File: src/hw/rtl/hrc_pkg.sv
// shared types, constants and a hash helper for the hashed result cache
`timescale 1ns / 1ps
`default_nettype none

package hrc_pkg;

  localparam logic [63:0] HASH_BASIS     = 64'd14695981039346656037;
  // prime is 2^40 + 0x1b3, so the product is a shift plus a narrow multiply
  localparam int unsigned HASH_PRIME_SHIFT = 40;
  localparam logic [8:0]  HASH_PRIME_LOW = 9'h1b3;
  localparam logic [63:0] KEY_IGNORE_MASK = 64'h4000_0000_0000_0000;
  localparam int unsigned DATA_SLOT_SHIFT = 34;
  localparam int unsigned HALF_SHIFT      = 32;
  localparam logic [1:0]  HASH_LAST_ROUND = 2'd2;

  typedef enum logic {
    OP_LOOKUP = 1'b0,
    OP_STORE  = 1'b1
  } hrc_op_t;

  typedef enum logic [1:0] {
    F_IDLE,
    F_HASH,
    F_PUSH
  } hrc_front_state_t;

  typedef enum logic [2:0] {
    B_CLEAR,
    B_IDLE,
    B_EXEC,
    B_IDX,
    B_DATA,
    B_RESP
  } hrc_back_state_t;

  // classified command handed from the front to the back
  typedef struct packed {
    hrc_op_t     op;
    logic [63:0] key_a;
    logic [63:0] key_b;
    logic [63:0] key_c;
    logic [63:0] store_value;
    logic [63:0] hash;
  } hrc_cmd_t;

  typedef struct packed {
    logic clearing;
  } hrc_back_status_t;

  // one hash round: multiply by the prime, modulo 2^64
  function automatic logic [63:0] hrc_mix(input logic [63:0] x);
    logic [63:0] low_part;
    low_part = x * {55'd0, HASH_PRIME_LOW};
    return (x << HASH_PRIME_SHIFT) + low_part;
  endfunction

endpackage

`default_nettype wire

File: src/hw/rtl/hrc_cmd_queue.sv
// two entry command queue between the front and the back
`timescale 1ns / 1ps
`default_nettype none

module hrc_cmd_queue import hrc_pkg::*; (
  input  wire logic     clk,
  input  wire logic     rst,
  input  wire logic     push_valid,
  input  wire hrc_cmd_t push_cmd,
  output logic          push_ready,
  output logic          pop_valid,
  output hrc_cmd_t      pop_cmd,
  input  wire logic     pop_ready
);

  hrc_cmd_t   entries [2];
  logic       wr_ptr;
  logic       rd_ptr;
  logic [1:0] count;
  logic       do_push;
  logic       do_pop;

  assign push_ready = (count != 2'd2);
  assign pop_valid  = (count != 2'd0);
  assign pop_cmd    = entries[rd_ptr];
  assign do_push    = push_valid && push_ready;
  assign do_pop     = pop_valid && pop_ready;

  always_ff @(posedge clk) begin
    if (rst) begin
      wr_ptr <= 1'b0;
      rd_ptr <= 1'b0;
      count  <= 2'd0;
    end else begin
      if (do_push) begin
        wr_ptr <= ~wr_ptr;
      end
      if (do_pop) begin
        rd_ptr <= ~rd_ptr;
      end
      case ({do_push, do_pop})
        2'b10:   count <= count + 2'd1;
        2'b01:   count <= count - 2'd1;
        default: count <= count;
      endcase
    end
  end

  always_ff @(posedge clk) begin
    if (do_push) begin
      entries[wr_ptr] <= push_cmd;
    end
  end

endmodule

`default_nettype wire

File: config.mk
export PLATFORM = sky130hd
export DESIGN_NAME = hrc_cmd_queue
export DESIGN_NICKNAME = d
export VERILOG_FILES = /design/src/hw/rtl/hrc_pkg.sv /design/src/hw/rtl/hrc_cmd_queue.sv
export SDC_FILE = /design/constraint.sdc
export NUM_CORES = 1
export LEC_CHECK = 0
export BUFFER_PORTS_ARGS = -buffer_cell sky130_fd_sc_hd__buf_2
export CAP_MARGIN = 25
export CELL_PAD_IN_SITES_DETAIL_PLACEMENT = 0
export CELL_PAD_IN_SITES_GLOBAL_PLACEMENT = 1
export CORE_AREA = 2 2 253 255
export DETAILED_ROUTE_END_ITERATION = 6
export DIE_AREA = 0 0 255 257
export HOLD_SLACK_MARGIN = 0.06
export PLACE_DENSITY = 0.75
export SLEW_MARGIN = 40
export SYNTH_ARGS = -nofsm -noshare
export SYNTH_HDL_FRONTEND = slang
export SYNTH_SLANG_ARGS = --single-unit
File: constraint.sdc
create_clock -name clk -period 16.9 [get_ports clk]
set_clock_uncertainty 0.1 [all_clocks]
set_input_delay 2.535 -clock clk [delete_from_list [all_inputs] [get_ports clk]]
set_output_delay 2.535 -clock clk [all_outputs]
set_load 0.1 [all_outputs]
==> flow_summary.ini <==
[setup_path]
endpoint_kind = output pin
crit_path_start_kind = flip-flop
required_ns = 14.27
cp_max_fo = 73
critical_path_class = flip-flop to output pin
reg2reg_from = count[0]
cp_data_arrival_time_ns = 3.53

[sta]
relSlewSlack_pct = 44.6
hold_viol_final = 0
layout_setup_ws_ns = 10.73
setup_tns_ns = 0
fin_crit_ns = 6.17
setup_viol = 0
slew_viol_final = 0
fmax_mhz = 162
fin_crit_sh_pct = 36.5
rsz0062_at_grt = no
tightest_slew_ns = 0.831
hold_slack_ns = 0.418

[clock_network]
clkLatencyLatePin_ns = 0.57
ctsRootBufferMaster = clkbuf_16
numCtsBuffers = 67
cts_hold_buf = 0
htree_levels = 3
cts_resized = 0
cts.sink_count = 647
clkSlewWorstSetupHoldPaths_ns = 0.06
post_cts_buffers = 0
cts_tree = done
cts_buffer_depth = 3

[detailed_routing]
wirelength_um = 54200
wl_per_cell_um = 20.6
drtIter0Drc = 722
drc = 0
vias = 12200
ant_nets = 0
drt_first_pass_iters = 5
vias_per_cell = 4.65

[die]
dieWidth_um = 255
io_pins = 648
fp-row-count = 92
die-area_sq_um = 65500
die_y_um = 257
core-area_sq_um = 62700
start_util_pct = 37.5

[synthesis]
synth_compound_area_share_pct = 0.138
avgSynthCellArea_sq_um = 23.0
synthCells = 1023
synthSimpleGateAreaFrac_pct = 0.202
synth_xor_area_share_pct = 0.112
synth_area_sq_um = 23500
ys_types = 21
synth_top_family_by_area = multiplexers
synthAdderAreaFrac_pct = 0.0533
ys_warn_count = 0
synthMuxAreaShare_pct = 15.4
ys_seq_elements = 647
seq_area_frac_synth_pct = 82.5
synth_nets = 1349

[place]
portBuffers = 647
place_hpwl_um = 37500
dp_slack_ns = 10.88
gp_congestion = 0.852

[hold_path]
worstHoldStart = rd_ptr
holdCritPathClass = flip-flop to flip-flop

[finish]
nNetsFinal = 2042
layout.core_utilization_pct = 47.3
drive_gt1_share_pct = 59.0
syn_to_final_growth_pct = 26.4
final_common_cell = buf_2
final_cell_mix = 647 x buf_2, 642 x edfxtp_1, 292 x mux2_2

[flow_run]
drv_cap = 0

[grt]
grt_pass1_wl_um = 78100
antenna_found_initial = 20
grt_pass1_vias = 13000
grt_max_degree = 105
grt_overflow_total = 0
gr-usage-all-layers_pct = 16.0

[status]
status = completed
-- final timing paths --
check	to	slack, ns	cells after the start
max	pop_cmd[189]	10.73	4
min	rd_ptr	0.42	2
max reg2reg	entries[0][31]	13.54	6
min reg2reg	rd_ptr	0.42	2
-- stage by stage --
step / cell area, sq um / std cells
2_1_floorplan: 23500 / 1023
3_3_place_gp: 27500 / 2491
3_5_place_dp: 27500 / 2491
4_1_cts: 29600 / 2609
5_1_grt: 29700 / 2627
6_report: 29700 / 2628
-- sequential cells by signal, summed over array words and instances, names as in the netlist, named ones only --
name     cells
count        2
entries    642
wr_ptr       1
rd_ptr       1
-- worst max-delay path: stages (launching register included) --
cell and delay [ns]:
dfxtp_4 0.85, buf_6 0.59, buf_6 0.56, mux2_2 0.29, buf_2 0.42
-- metal layers --
metal	track usage [%]	vias to the layer above	part of all wire, %
li1	-	5514	-
met5	0	-	0.081
met3	4.64	99	7.6
met4	8.06	6	3.2
met1	17.8	6130	36
met2	27.8	483	53
-- cell usage after synthesis --
master / count / area share, %
o21a_1: 1 / 0.032
and3_1: 1 / 0.027
buf_2: 4 / 0.085
mux2_1: 29 / 1.4
or2_2: 1 / 0.027
inv_1: 1 / 0.016
buf_6: 32 / 1.5
mux2_2: 292 / 14
nor2_1: 3 / 0.048
nand2b_1: 1 / 0.027
edfxtp_1: 642 / 82
or3_1: 1 / 0.027
o21ai_0: 1 / 0.021
xnor2_1: 2 / 0.075
nand2_1: 1 / 0.016
nand3b_1: 1 / 0.032
ha_1: 1 / 0.053
a21bo_2: 1 / 0.043
a21oi_1: 2 / 0.043
xor2_1: 1 / 0.037
dfxtp_1: 5 / 0.43
-- cell families (layout without fill, tap and decap cells) --
group	after synthesis	after routing
flip-flops	647	647
multiplexers	321	321
buffers and inverters	37	779
AND/OR/NAND/NOR	9	9
AO/OA/AOI/OAI	5	5
XOR/XNOR	3	3
adder cells (fa/ha/maj)	1	1
other	0	17
-- cell type report --
cell class                 instances  area, sq um
clock inverter                    31          260
fill                            5313        33000
inverter                           1         11.3
antenna                           17         42.5
timing repair buffer             660         3420
sequential                       647        19400
clock buffer                      87         1790
multi-input combinational        339         3740
tap                              846         1060
Power is left out: the tool's default activity adds up to more than one toggle a clock period on the data nets, which glitch-free logic cannot reach.
