$ cat config.mk
export PLATFORM = sky130hd
export DESIGN_NAME = hrc_front_flat
export DESIGN_NICKNAME = d
export VERILOG_FILES = /design/src/hw/rtl/hrc_pkg.sv /design/src/hw/rtl/hrc_if.sv /design/src/hw/rtl/hrc_front.sv /design/src/flat_wrapper.sv
export SDC_FILE = /design/constraint.sdc
export NUM_CORES = 1
export LEC_CHECK = 0
export BUFFER_PORTS_ARGS = -buffer_cell sky130_fd_sc_hd__buf_2
export CORE_MARGIN = 4
export CORE_UTILIZATION = 40
export DETAILED_ROUTE_END_ITERATION = 8
export GPL_TIMING_DRIVEN = 0
export PLACE_DENSITY_LB_ADDON = 0.1
export SLEW_MARGIN = 0
export SYNTH_ARGS = -nofsm -noshare
export SYNTH_HDL_FRONTEND = slang
export SYNTH_SLANG_ARGS = --single-unit
$ cat constraint.sdc
create_clock -name clk -period 18.3 [get_ports clk]
set_clock_uncertainty 0.2 [all_clocks]
set_input_delay 3.66 -clock clk [delete_from_list [all_inputs] [get_ports clk]]
set_output_delay 3.66 -clock clk [all_outputs]
set_load 0.05 [all_outputs]
$ cat src/hw/rtl/hrc_pkg.sv
// shared types, constants and a hash helper for the hashed result cache
`timescale 1ns / 1ps
`default_nettype none

package hrc_pkg;

  localparam logic [63:0] HASH_BASIS     = 64'd14695981039346656037;
  // prime is 2^40 + 0x1b3, so the product is a shift plus a narrow multiply
  localparam int unsigned HASH_PRIME_SHIFT = 40;
  localparam logic [8:0]  HASH_PRIME_LOW = 9'h1b3;
  localparam logic [63:0] KEY_IGNORE_MASK = 64'h4000_0000_0000_0000;
  localparam int unsigned DATA_SLOT_SHIFT = 34;
  localparam int unsigned HALF_SHIFT      = 32;
  localparam logic [1:0]  HASH_LAST_ROUND = 2'd2;

  typedef enum logic {
    OP_LOOKUP = 1'b0,
    OP_STORE  = 1'b1
  } hrc_op_t;

  typedef enum logic [1:0] {
    F_IDLE,
    F_HASH,
    F_PUSH
  } hrc_front_state_t;

  typedef enum logic [2:0] {
    B_CLEAR,
    B_IDLE,
    B_EXEC,
    B_IDX,
    B_DATA,
    B_RESP
  } hrc_back_state_t;

  // classified command handed from the front to the back
  typedef struct packed {
    hrc_op_t     op;
    logic [63:0] key_a;
    logic [63:0] key_b;
    logic [63:0] key_c;
    logic [63:0] store_value;
    logic [63:0] hash;
  } hrc_cmd_t;

  typedef struct packed {
    logic clearing;
  } hrc_back_status_t;

  // one hash round: multiply by the prime, modulo 2^64
  function automatic logic [63:0] hrc_mix(input logic [63:0] x);
    logic [63:0] low_part;
    low_part = x * {55'd0, HASH_PRIME_LOW};
    return (x << HASH_PRIME_SHIFT) + low_part;
  endfunction

endpackage

`default_nettype wire

$ cat src/hw/rtl/hrc_if.sv
// request and response channel interfaces of the hashed result cache
`timescale 1ns / 1ps
`default_nettype none

interface hrc_req_if;
  logic        valid;
  logic        ready;
  logic        operation;
  logic [63:0] key_a;
  logic [63:0] key_b;
  logic [63:0] key_c;
  logic [63:0] store_value;

  modport source (
    output valid, operation, key_a, key_b, key_c, store_value,
    input  ready
  );
  modport sink (
    input  valid, operation, key_a, key_b, key_c, store_value,
    output ready
  );
endinterface


`default_nettype wire

$ cat src/hw/rtl/hrc_front.sv
// front end: accepts request beats and hashes the key over three rounds
`timescale 1ns / 1ps
`default_nettype none

module hrc_front import hrc_pkg::*; (
  input  wire logic             clk,
  input  wire logic             rst,
  hrc_req_if.sink               req,
  input  wire hrc_back_status_t status,
  output logic                  push_valid,
  output hrc_cmd_t              push_cmd,
  input  wire logic             push_ready
);

  hrc_front_state_t state, state_next;
  logic [1:0]       round;
  hrc_cmd_t         cmd;
  logic [63:0]      masked_a;
  logic [63:0]      round_word;

  assign masked_a = req.key_a & ~KEY_IGNORE_MASK;

  always_comb begin
    case (round)
      2'd0:    round_word = cmd.key_a;
      2'd1:    round_word = cmd.key_b;
      default: round_word = cmd.key_c;
    endcase
  end

  always_comb begin
    state_next = state;
    req.ready  = 1'b0;
    push_valid = 1'b0;
    case (state)
      F_IDLE: begin
        req.ready = !status.clearing;
        if (req.valid && !status.clearing) begin
          state_next = F_HASH;
        end
      end
      F_HASH: begin
        if (round == HASH_LAST_ROUND) begin
          state_next = F_PUSH;
        end
      end
      F_PUSH: begin
        push_valid = 1'b1;
        if (push_ready) begin
          state_next = F_IDLE;
        end
      end
      default: state_next = F_IDLE;
    endcase
  end

  assign push_cmd = cmd;

  always_ff @(posedge clk) begin
    if (rst) begin
      state <= F_IDLE;
      round <= 2'd0;
    end else begin
      state <= state_next;
      if (state == F_HASH) begin
        round <= (round == HASH_LAST_ROUND) ? 2'd0 : round + 2'd1;
      end
    end
  end

  always_ff @(posedge clk) begin
    if (state == F_IDLE && req.valid && req.ready) begin
      cmd.op          <= hrc_op_t'(req.operation);
      cmd.key_a       <= masked_a;
      cmd.key_b       <= req.key_b;
      cmd.key_c       <= req.key_c;
      cmd.store_value <= req.store_value;
      cmd.hash        <= HASH_BASIS ^ (masked_a >> HALF_SHIFT);
    end else if (state == F_HASH) begin
      cmd.hash <= hrc_mix(cmd.hash ^ round_word);
    end
  end

endmodule

`default_nettype wire

$ cat src/flat_wrapper.sv
// flat-port wrapper written by rule: the top's interface ports become plain ports
module hrc_front_flat import hrc_pkg::*;
  (clk, rst, status, push_valid, push_cmd, push_ready, req_valid, req_operation, req_key_a, req_key_b, req_key_c, req_store_value, req_ready);
  hrc_req_if req_i ();
  input  wire logic clk;
  input  wire logic rst;
  input  wire hrc_back_status_t status;
  output logic push_valid;
  output hrc_cmd_t push_cmd;
  input  wire logic push_ready;
  input wire logic [$bits(req_i.valid)-1:0] req_valid;
  input wire logic [$bits(req_i.operation)-1:0] req_operation;
  input wire logic [$bits(req_i.key_a)-1:0] req_key_a;
  input wire logic [$bits(req_i.key_b)-1:0] req_key_b;
  input wire logic [$bits(req_i.key_c)-1:0] req_key_c;
  input wire logic [$bits(req_i.store_value)-1:0] req_store_value;
  output wire logic [$bits(req_i.ready)-1:0] req_ready;
  assign req_i.valid = req_valid;
  assign req_i.operation = req_operation;
  assign req_i.key_a = req_key_a;
  assign req_i.key_b = req_key_b;
  assign req_i.key_c = req_key_c;
  assign req_i.store_value = req_store_value;
  assign req_ready = req_i.ready;
  hrc_front u_core (.clk(clk), .rst(rst), .req(req_i), .status(status), .push_valid(push_valid), .push_cmd(push_cmd), .push_ready(push_ready));
endmodule
==> flow_summary.yaml, run 1 <==
run_status:
  status: "completed"
global_routing:
  grt_max_degree: 65
  grtUsageTotal_pct: 31.32
  grt_pass1_wl_um: 140000
  grt_remaining_overflow: 0
  grt_pass1_vias: 19090
  antenna_found_initial: 25
cts:
  cts.sinks: 324
  cts-hold-fix-buffers: 0
  htree_levels: 2
  cts_tree: "yes"
  cts_resized: 0
  max-clock-path-buffers: 3
  clkTransAtPathRegs_ns: 0.06
  post_cts_buffers: 0
  insertion_delay_ns: 0.58
  cts_root_buf: "clkbuf_16"
  cts_buffers: 39
setup_path:
  critPathCapture: "u_core.push_cmd[63]"
  critPathLaunchType: "flip-flop"
  cp_slowest_cell: "clkbuf_1"
  cp-end-kind: "flip-flop"
  critPathArrivalTime_ns: 10.46
  critPathMaxStageDelay_ns: 0.89
  path_class: "flip-flop to flip-flop"
  required_ns: 18.36
  rr_startpoint: "u_core.round[1]"
  path_max_fanout: 10
  worst_r2r_endpoint: "u_core.push_cmd[63]"
  ff2ff_path_depth: 27
  worstSetupStartpoint: "u_core.round[1]"
  reg2reg_slack_ns: 7.90
timing:
  finalSetupViolCount: 0
  tightest_slew_ns: 1.389
  drv_slew: 0
  relSlewSlack_pct: 7.385
  finalHoldViolations: 0
  grt_setup_unrepaired: "no"
  fmax_ghz: 0.09611
  finalCritPeriodShare_pct: 56.85
  fin_crit_ns: 10.40
  fin_tns_setup_ns: 0
  holdWs_ns: 0.2963
drt:
  drtIter0Drc: 1660
  vias_per_cell: 5.208
  vias: 18190
  wl_um: 101400
  first_pass_iters: 5
  drtAntennaViolNets: 0
  wl_per_cell_um: 29.04
  remaining_drc_errors: 0
yosys:
  synth_edf_count: 305
  ys.flop_type: "edfxtp_1"
  synthesis.nets: 2736
  syn_area_sq_um: 23870
  synth_xor_area_share_pct: 7.301
  synthMuxAreaShare_pct: 2.809
  yosys.area_share.simple_pct: 5.110
  yosysUniqueCellTypes: 77
  yosys.area_share.adder_pct: 28.63
  ys_seq_elements: 324
  synth_compound_area_share_pct: 8.795
  synthCells: 2064
  ys_warn_count: 0
  async_reset_ff_share_pct: 0
  avgSynthCellArea_sq_um: 11.57
  seq_area_frac_synth_pct: 39.96
  synth_top_family_by_area: "adder cells"
placed_design:
  dp.cells: 3424
  gp_congestion: 1.020
  dp_hpwl_um: 87820
  io_buffers: 582
floorplanning:
  dieWidth_um: 252.3
  start_util_pct: 40.45
  io_pins: 585
  dieArea_sq_um: 63660
  rows: 89
  fp.coreArea_sq_um: 59020
  die_height_um: 252.3
final_layout:
  areaGrowthSynthToFinish_pct: 22.11
  drive_above_1_share_pct: 25.01
  final_cells: 3493
  fin_util_pct: 49.39
  finish.net_count: 3364
job:
  maxCapViolations: 0
hold_path:
  hp-class: "flip-flop to flip-flop"
==> cell type report <==
type                            count  area, sq um
Antenna cell                        1        2.502
Buffer                             57        254.0
Clock buffer                       44         1005
Clock inverter                     24        265.3
Fill cell                        5572        29870
Inverter                          403         1513
Multi-Input combinational cell   1280        12570
Sequential cell                   324         9539
Tap cell                          773        967.2
Timing Repair Buffer              587         3035
==> cell usage after synthesis (all sizes together) (2+ instances only) <==
cell type	instances	share of area (%)
o21a	5	0.16
a31oi	10	0.26
o21ai	143	3.0
nor2b	9	0.24
nor3	5	0.13
buf	19	0.45
inv	403	6.3
a22o	3	0.11
a211oi	6	0.19
o211ai	4	0.13
fa	227	19
o21bai	9	0.30
nor4	2	0.052
a21oi	70	1.5
a211o	2	0.073
nor2	42	0.69
a221oi	7	0.34
a21o	46	1.4
nand3	14	0.29
mux2i	67	2.8
xor2	136	5.0
and4	2	0.084
nand2	148	2.3
and3	9	0.26
a221o	2	0.089
nand2b	8	0.21
dfxtp	19	1.6
nand4	15	0.48
edfxtp	305	38
and2	7	0.18
o31a	2	0.073
clkbuf	38	0.60
ha	183	9.6
xnor2	63	2.3
o22ai	8	0.21
o211a	2	0.084
a21boi	2	0.063
==> per-layer routing <==
| layer | vias up | share of wire, % | track usage, % |
|---|---|---|---|
| met4 | 6 | 4.6 | 11.65 |
| met1 | 9147 | 41 | 42.43 |
| met2 | 794 | 45 | 48.79 |
| met5 | - | 0.046 | 0 |
| met3 | 137 | 9.0 | 8.242 |
| li1 | 8107 | - | - |
==> placed cells by master (no fill, tap or decap), types with 4 or more instances in the layout <==
| master | Yosys | layout |
|---|---|---|
| a211oi_1 | 6 | 6 |
| a21o_1 | 46 | 46 |
| a21oi_1 | 68 | 68 |
| a221oi_1 | 4 | 4 |
| a31oi_1 | 10 | 10 |
| and2_1 | 7 | 7 |
| and3_1 | 8 | 8 |
| buf_1 | 6 | 6 |
| buf_2 | 8 | 590 |
| bufinv_16 | 0 | 5 |
| clkbuf_1 | 38 | 41 |
| clkbuf_16 | 0 | 39 |
| clkinv_1 | 0 | 7 |
| clkinv_2 | 0 | 7 |
| dfxtp_1 | 19 | 19 |
| edfxtp_1 | 305 | 305 |
| fa_1 | 227 | 227 |
| ha_1 | 183 | 183 |
| inv_1 | 402 | 401 |
| mux2i_1 | 67 | 67 |
| nand2_1 | 147 | 147 |
| nand2b_1 | 8 | 8 |
| nand3_1 | 14 | 14 |
| nand4_1 | 13 | 13 |
| nor2_1 | 41 | 41 |
| nor2b_1 | 9 | 9 |
| nor3_1 | 4 | 4 |
| o211ai_1 | 4 | 4 |
| o21a_1 | 5 | 5 |
| o21ai_0 | 127 | 127 |
| o21ai_1 | 15 | 15 |
| o21bai_1 | 8 | 8 |
| o22ai_1 | 8 | 8 |
| xnor2_1 | 63 | 63 |
| xor2_1 | 136 | 136 |
==> critical path, delay by kind of cell, from the launching register on <==
kind / cells / cell delay (ns)
buffers and inverters: 8 / 3.22
AOI/OAI and AO/OA: 7 / 2.20
xor gates and xnor gates: 2 / 0.43
and+or+nand+nor: 4 / 0.54
DFF: 1 / 0.69
adders and majority gates: 6 / 2.78
==> state kept, by name, indices dropped and copies added (netlist names) <==
name             cells
u_core.state         2
u_core.round         2
u_core.push_cmd    320
==> stage by stage <==
step	setup WS, ns	instance area, sq um
2_1_floorplan	5.123	23870
3_3_place_gp	0.1914	27750
3_5_place_dp	8.042	27880
4_1_cts	8.003	29150
5_1_grt	7.498	29150
6_report	7.896	29150
==> cells by family after synthesis <==
logic type / Yosys count
AO/OA/AOI/OAI: 338
XOR/XNOR: 199
adder cells (fa/ha/maj): 410
buffers and inverters: 460
flip-flops: 324
multiplexers: 67
other: 1
AND/OR/NAND/NOR: 265
==> how the worst min path moves through the flow <==
stage	startpoint	to	cells after the start	slack, ns
detailed placement	u_core.push_cmd[61]	u_core.push_cmd[61]	2	0.29
global placement	u_core.push_cmd[58]	u_core.push_cmd[58]	2	0.28
floorplan	u_core.state[1]	u_core.state[0]	1	0.29
global route	u_core.push_cmd[58]	u_core.push_cmd[58]	2	0.33
finish	u_core.push_cmd[58]	u_core.push_cmd[58]	2	0.30
CTS	u_core.push_cmd[61]	u_core.push_cmd[61]	2	0.30
Power of run 1 is not shown: default switching activity piles up to over one toggle a cycle in this logic, so the estimate is an artifact.
==> run 2: changes to the inputs <==
- clock period: 18.3 -> 9.9 ns (I/O delays scaled with it)
==> run 2 against run 1 <==
First-iteration DRC count fell by 4.7%. Core utilization rose by 0.055 points. Non-clock buffer count fell by 2. Critical endpoint unchanged. Highest routed layer unchanged. Wire length fell by 0.11%.
==> flow_summary.yaml, run 2 (synthesis results as in run 1) <==
run_status:
  status: "completed"
setup_path:
  path_class: "flip-flop to flip-flop"
  cpLargestDelayFamily: "buffers and inverters"
  path_max_fanout: 10
  cp_slowest_cell: "xor2_1"
  rr_startpoint: "u_core.round[1]"
  worst_r2r_endpoint: "u_core.push_cmd[63]"
  cp-end-kind: "flip-flop"
  cp_num_buf_inv: 7
  critPathArrivalTime_ns: 9.50
  critPathLaunchType: "flip-flop"
  critPathMaxStageDelay_ns: 0.68
  required_ns: 9.97
  ff2ff_path_depth: 27
  reg2reg_slack_ns: 0.47
timing:
  fin_crit_ns: 9.428
  drv_slew: 0
  finalSetupViolCount: 0
  fmax_ghz: 0.1061
  finalCritPeriodShare_pct: 95.24
  finalHoldViolations: 0
  fin_tns_setup_ns: 0
  grt_setup_unrepaired: "no"
  tightest_slew_ns: 1.318
  relSlewSlack_pct: 11.21
global_routing:
  grt_pass1_vias: 19020
  grt_max_degree: 92
  antenna_found_initial: 16
  grt_pass1_wl_um: 139200
  grtUsageTotal_pct: 31.21
  grt_remaining_overflow: 0
final_layout:
  finish.net_count: 3363
  drive_above_1_share_pct: 25.17
  areaGrowthSynthToFinish_pct: 22.25
  largest_register_ffs: 320
  layout_commonest_cell: "buf_2"
  final_cell_mix: "buf_2, inv_1, edfxtp_1, fa_1, ha_1"
drt:
  vias_per_cell: 5.218
  first_pass_iters: 5
  drtAntennaViolNets: 0
  vias: 18270
  drtIter0Drc: 1582
  wl_per_cell_um: 28.93
  wl_um: 101300
  remaining_drc_errors: 0
placed_design:
  dp_hpwl_um: 87450
  gp_congestion: 1.023
  io_buffers: 582
job:
  maxCapViolations: 0
hold_path:
  hold_path.startpoint: "u_core.push_cmd[58]"
  hold_path_depth: 2
  min_to: "u_core.push_cmd[58]"
  hp-class: "flip-flop to flip-flop"
cts:
  max-clock-path-buffers: 3
  post_cts_buffers: 0
  clkTransAtPathRegs_ns: 0.05
  cts-hold-fix-buffers: 0
  cts_root_buf: "clkbuf_16"
  cts_buffers: 40
  cts_tree: "yes"
  insertion_delay_ns: 0.58
  htree_levels: 2
  cts.sinks: 324
floorplanning:
  dieWidth_um: 252.3
  io_pins: 585
  start_util_pct: 40.45
  rows: 89
  fp.coreArea_sq_um: 59020
  dieArea_sq_um: 63660
  die_height_um: 252.3
run 2: cell count changes in the layout (fill, tap and decap cells not counted), sizes merged:
cell | previous run | this run
clkbuf | 82 | 87
inv | 405 | 406
buf | 606 | 602
diode | 1 | 8
clkinvlp | 1 | 3
clkinv | 16 | 14
run 2: worst max path at each step:
stage | from | to | slack [ns] | cells past startpoint
after floorplan | status | u_core.push_cmd[100] | 2.37 | 4
after global placement | u_core.round[1] | u_core.push_cmd[63] | -0.38 | 27
after detailed placement | u_core.round[1] | u_core.push_cmd[63] | -0.42 | 27
after CTS | u_core.round[0] | u_core.push_cmd[63] | 0.05 | 26
after global routing | u_core.round[1] | u_core.push_cmd[63] | 0.14 | 27
final | u_core.round[1] | u_core.push_cmd[63] | 0.47 | 27
run 2: final cells by class:
type / instances / area (sq um)
Timing Repair Buffer: 585 / 2988
Multi-Input combinational cell: 1280 / 12570
Fill cell: 5559 / 29830
Buffer: 57 / 266.5
Inverter: 403 / 1513
Tap cell: 773 / 967.2
Antenna cell: 8 / 20.02
Sequential cell: 324 / 9539
Clock buffer: 47 / 1037
Clock inverter: 25 / 282.8
run 2: metrics by stage:
| stage | hold WS [ns] | setup WS, ns | cell area (sq um) | utilization (%) | cells |
|---|---|---|---|---|---|
| 2_1_floorplan | 0.2920 | 2.372 | 23870 | - | 2064 |
| 3_3_place_gp | 0.2850 | -0.3835 | 27750 | 47.03 | 3419 |
| 3_5_place_dp | 0.2835 | -0.4158 | 27840 | 47.17 | 3422 |
| 4_1_cts | 0.2923 | 0.05025 | 29170 | 49.42 | 3494 |
| 5_1_grt | 0.3238 | 0.1382 | 29170 | 49.43 | 3497 |
| 6_report | 0.2903 | 0.4717 | 29180 | 49.45 | 3502 |
run 2: worst register-to-register path, cell delays in order, from the launching register on:
cell	delay, ns
dfxtp_1	0.65
clkbuf_2	0.50
clkbuf_2	0.50
clkbuf_1	0.58
buf_1	0.66
nand2_1	0.10
o21ai_0	0.14
xor2_1	0.68
ha_1	0.27
inv_1	0.13
fa_1	0.56
inv_1	0.06
fa_1	0.55
fa_1	0.43
ha_1	0.29
ha_1	0.27
buf_4	0.15
a21oi_1	0.12
nor2_1	0.12
o21ai_1	0.07
and3b_1	0.21
o31ai_2	0.29
a311oi_2	0.13
o41a_1	0.52
a221oi_2	0.45
a311o_1	0.25
xnor2_1	0.12
o21ai_1	0.10
run 2: timing repair:
action / CTS / global route
endpoints found under the setup margin: 7 / 7
resized for setup: 3 / 9
cloned: 0 / 0
run 2: routing by layer:
metal	part of all wire [%]	global-route usage, %
met5	0.027	0
met3	9.8	8.829
met4	3.4	9.552
met1	41	41.96
met2	46	49.54
Power of run 2 is left out for the same reason.
==> run 3: changes to the inputs <==
- REMOVE_ABC_BUFFERS: default -> 1
==> run 3 against run 2 <==
Register-to-register slack improved by 1.3 ns. Cell count decreased by 1.7%. Critical path depth decreased by 4. Clock-buffer cell count increased by 1. Sequential share of layout area increased by 0.28 points. First-iteration DRC count decreased by 48%. Sequential cell count unchanged. Non-clock buffer count decreased by 52. Via count decreased by 7.8%. Setup slack improved by 1.3 ns. Worst hold slack about the same. Core utilization decreased by 0.38 points. Highest routed layer unchanged.
==> flow_summary.yaml, run 3 (synthesis results as in run 1) <==
timing:
  grt_setup_unrepaired: "no"
  tightest_slew_ns: 1.099
  final.setup.worst_slack_ns: 1.733
  relSlewSlack_pct: 25.99
  fmax_ghz: 0.1224
  fin_crit_ns: 8.167
  finalHoldViolations: 0
  drv_slew: 0
  finalCritPeriodShare_pct: 82.49
  finalSetupViolCount: 0
floorplanning:
  dieArea_sq_um: 63660
  fp.coreArea_sq_um: 59020
  die_height_um: 252.3
  rows: 89
  start_util_pct: 40.45
  io_pins: 585
  dieWidth_um: 252.3
drt:
  dr_wl_met2_um: 37310
  vias: 16840
  wl_per_cell_um: 21.14
  wl_um: 72770
  drt-met1-wl_um: 30180
  drtAntennaViolNets: 0
  met3_length_um: 3770
  drtIter0Drc: 821
  vias_per_cell: 4.893
  first_pass_iters: 5
  top_layer_used: "met5"
  remaining_drc_errors: 0
final_layout:
  largest_register_ffs: 320
  register_area_sq_um: 9547
  layout_commonest_cell: "buf_2"
  finish.net_count: 3310
  areaGrowthSynthToFinish_pct: 21.32
  fin_util_pct: 49.07
  final_cell_mix: "buf_2, inv_1, edfxtp_1, fa_1, ha_1"
  n_fill_cell: 5568
  antennaDiodeCount: 0
  drive_above_1_share_pct: 25.22
  final_cells: 3442
  multiInputGateArea_sq_um: 12580
setup_path:
  cp_slowest_cell: "dfxtp_4"
  critPathLaunchType: "flip-flop"
  critPathArrivalTime_ns: 8.25
  path_cells: "buf_16, mux2i_1, o21ai_0, xor2_1, ha_1, inv_1, fa_1, inv_1, fa_1, fa_1, ha_1, ha_1, a21oi_1, o221ai_2, and2b_1, a211oi_1, nor3_2, a311oi_2, o41a_1, a221oi_2, a311o_1, xnor2_1, o21ai_1"
  required_ns: 9.98
  cp-end-kind: "flip-flop"
  reg2reg_slack_ns: 1.73
  path_max_fanout: 39
  cp_num_buf_inv: 3
  cpLargestDelayFamily: "compound AO/OA/AOI/OAI gates"
  path_class: "flip-flop to flip-flop"
  critPathMaxStageDelay_ns: 0.71
global_routing:
  antenna_found_initial: 2
  grt_pass1_vias: 18320
  grt_max_degree: 128
  grtUsageTotal_pct: 22.44
  grt_pass1_wl_um: 109200
  grt_remaining_overflow: 0
placed_design:
  gp_congestion: 0.8985
  dp.cells: 3370
  dp_hpwl_um: 61530
  io_buffers: 582
  dp_slack_ns: 1.642
cts:
  cts_tree: "yes"
  cts.sinks: 324
  htree_levels: 2
  insertion_delay_ns: 0.57
  cts_resized: 0
  cts-hold-fix-buffers: 0
  post_cts_buffers: 0
  cts_buffers: 39
  cts_root_buf: "clkbuf_16"
  clkTransAtPathRegs_ns: 0.06
  max-clock-path-buffers: 3
job:
  maxCapViolations: 0
hold_path:
  hp-class: "flip-flop to flip-flop"
run_status:
  status: "completed"
## run 3: changes by cell type in the layout (fill, tap and decap cells not counted), moves of 3 or more
| cell | delta |
|---|---|
| buf_1 | -4 |
| buf_2 | -8 |
| buf_4 | -3 |
| clkbuf_1 | -31 |
| clkbuf_2 | -5 |
| clkinv_2 | -3 |
| clkinv_4 | +3 |
| diode_2 | -8 |
| o21ai_0 | +3 |
| o21ai_1 | -3 |
## run 3: tightest hold or removal path: cells and delay by family, from the launching register on
kind | cells | cell delay (ns)
compound gates | 1 | 0.05
simple gates | 1 | 0.06
flops | 1 | 0.34
## run 3: stage by stage
stage	instance area, sq um	hold WS, ns	setup TNS [ns]
2_1_floorplan	23620	0.2920	-185.74
3_3_place_gp	27500	0.2769	-1185.06
3_5_place_dp	27710	0.2860	0
4_1_cts	28960	0.2939	0
5_1_grt	28960	0.3097	0
6_report	28960	0.2907	0
## run 3: area by class of cell
cell class	count	share of cell area, %
Inverter	403	5.249
Timing Repair Buffer	590	10.70
Clock buffer	48	3.486
Sequential cell	324	32.96
Tap cell	773	3.340
Clock inverter	24	0.8338
Multi-Input combinational cell	1280	43.43
## run 3: worst paths after layout
path,start,to,cells after the start
min reg2reg,u_core.push_cmd[61],u_core.push_cmd[61],2
max reg2reg,u_core.round[0],u_core.push_cmd[63],23
max,u_core.round[0],u_core.push_cmd[63],23
min,u_core.push_cmd[61],u_core.push_cmd[61],2
## run 3: per-layer routing
layer | vias up | track usage (%)
met4 | 2 | 4.950
met1 | 8317 | 28.47
li1 | 8022 | -
met2 | 408 | 39.91
met3 | 92 | 4.476
met5 | - | 0
Power of run 3 is left out for the same reason.
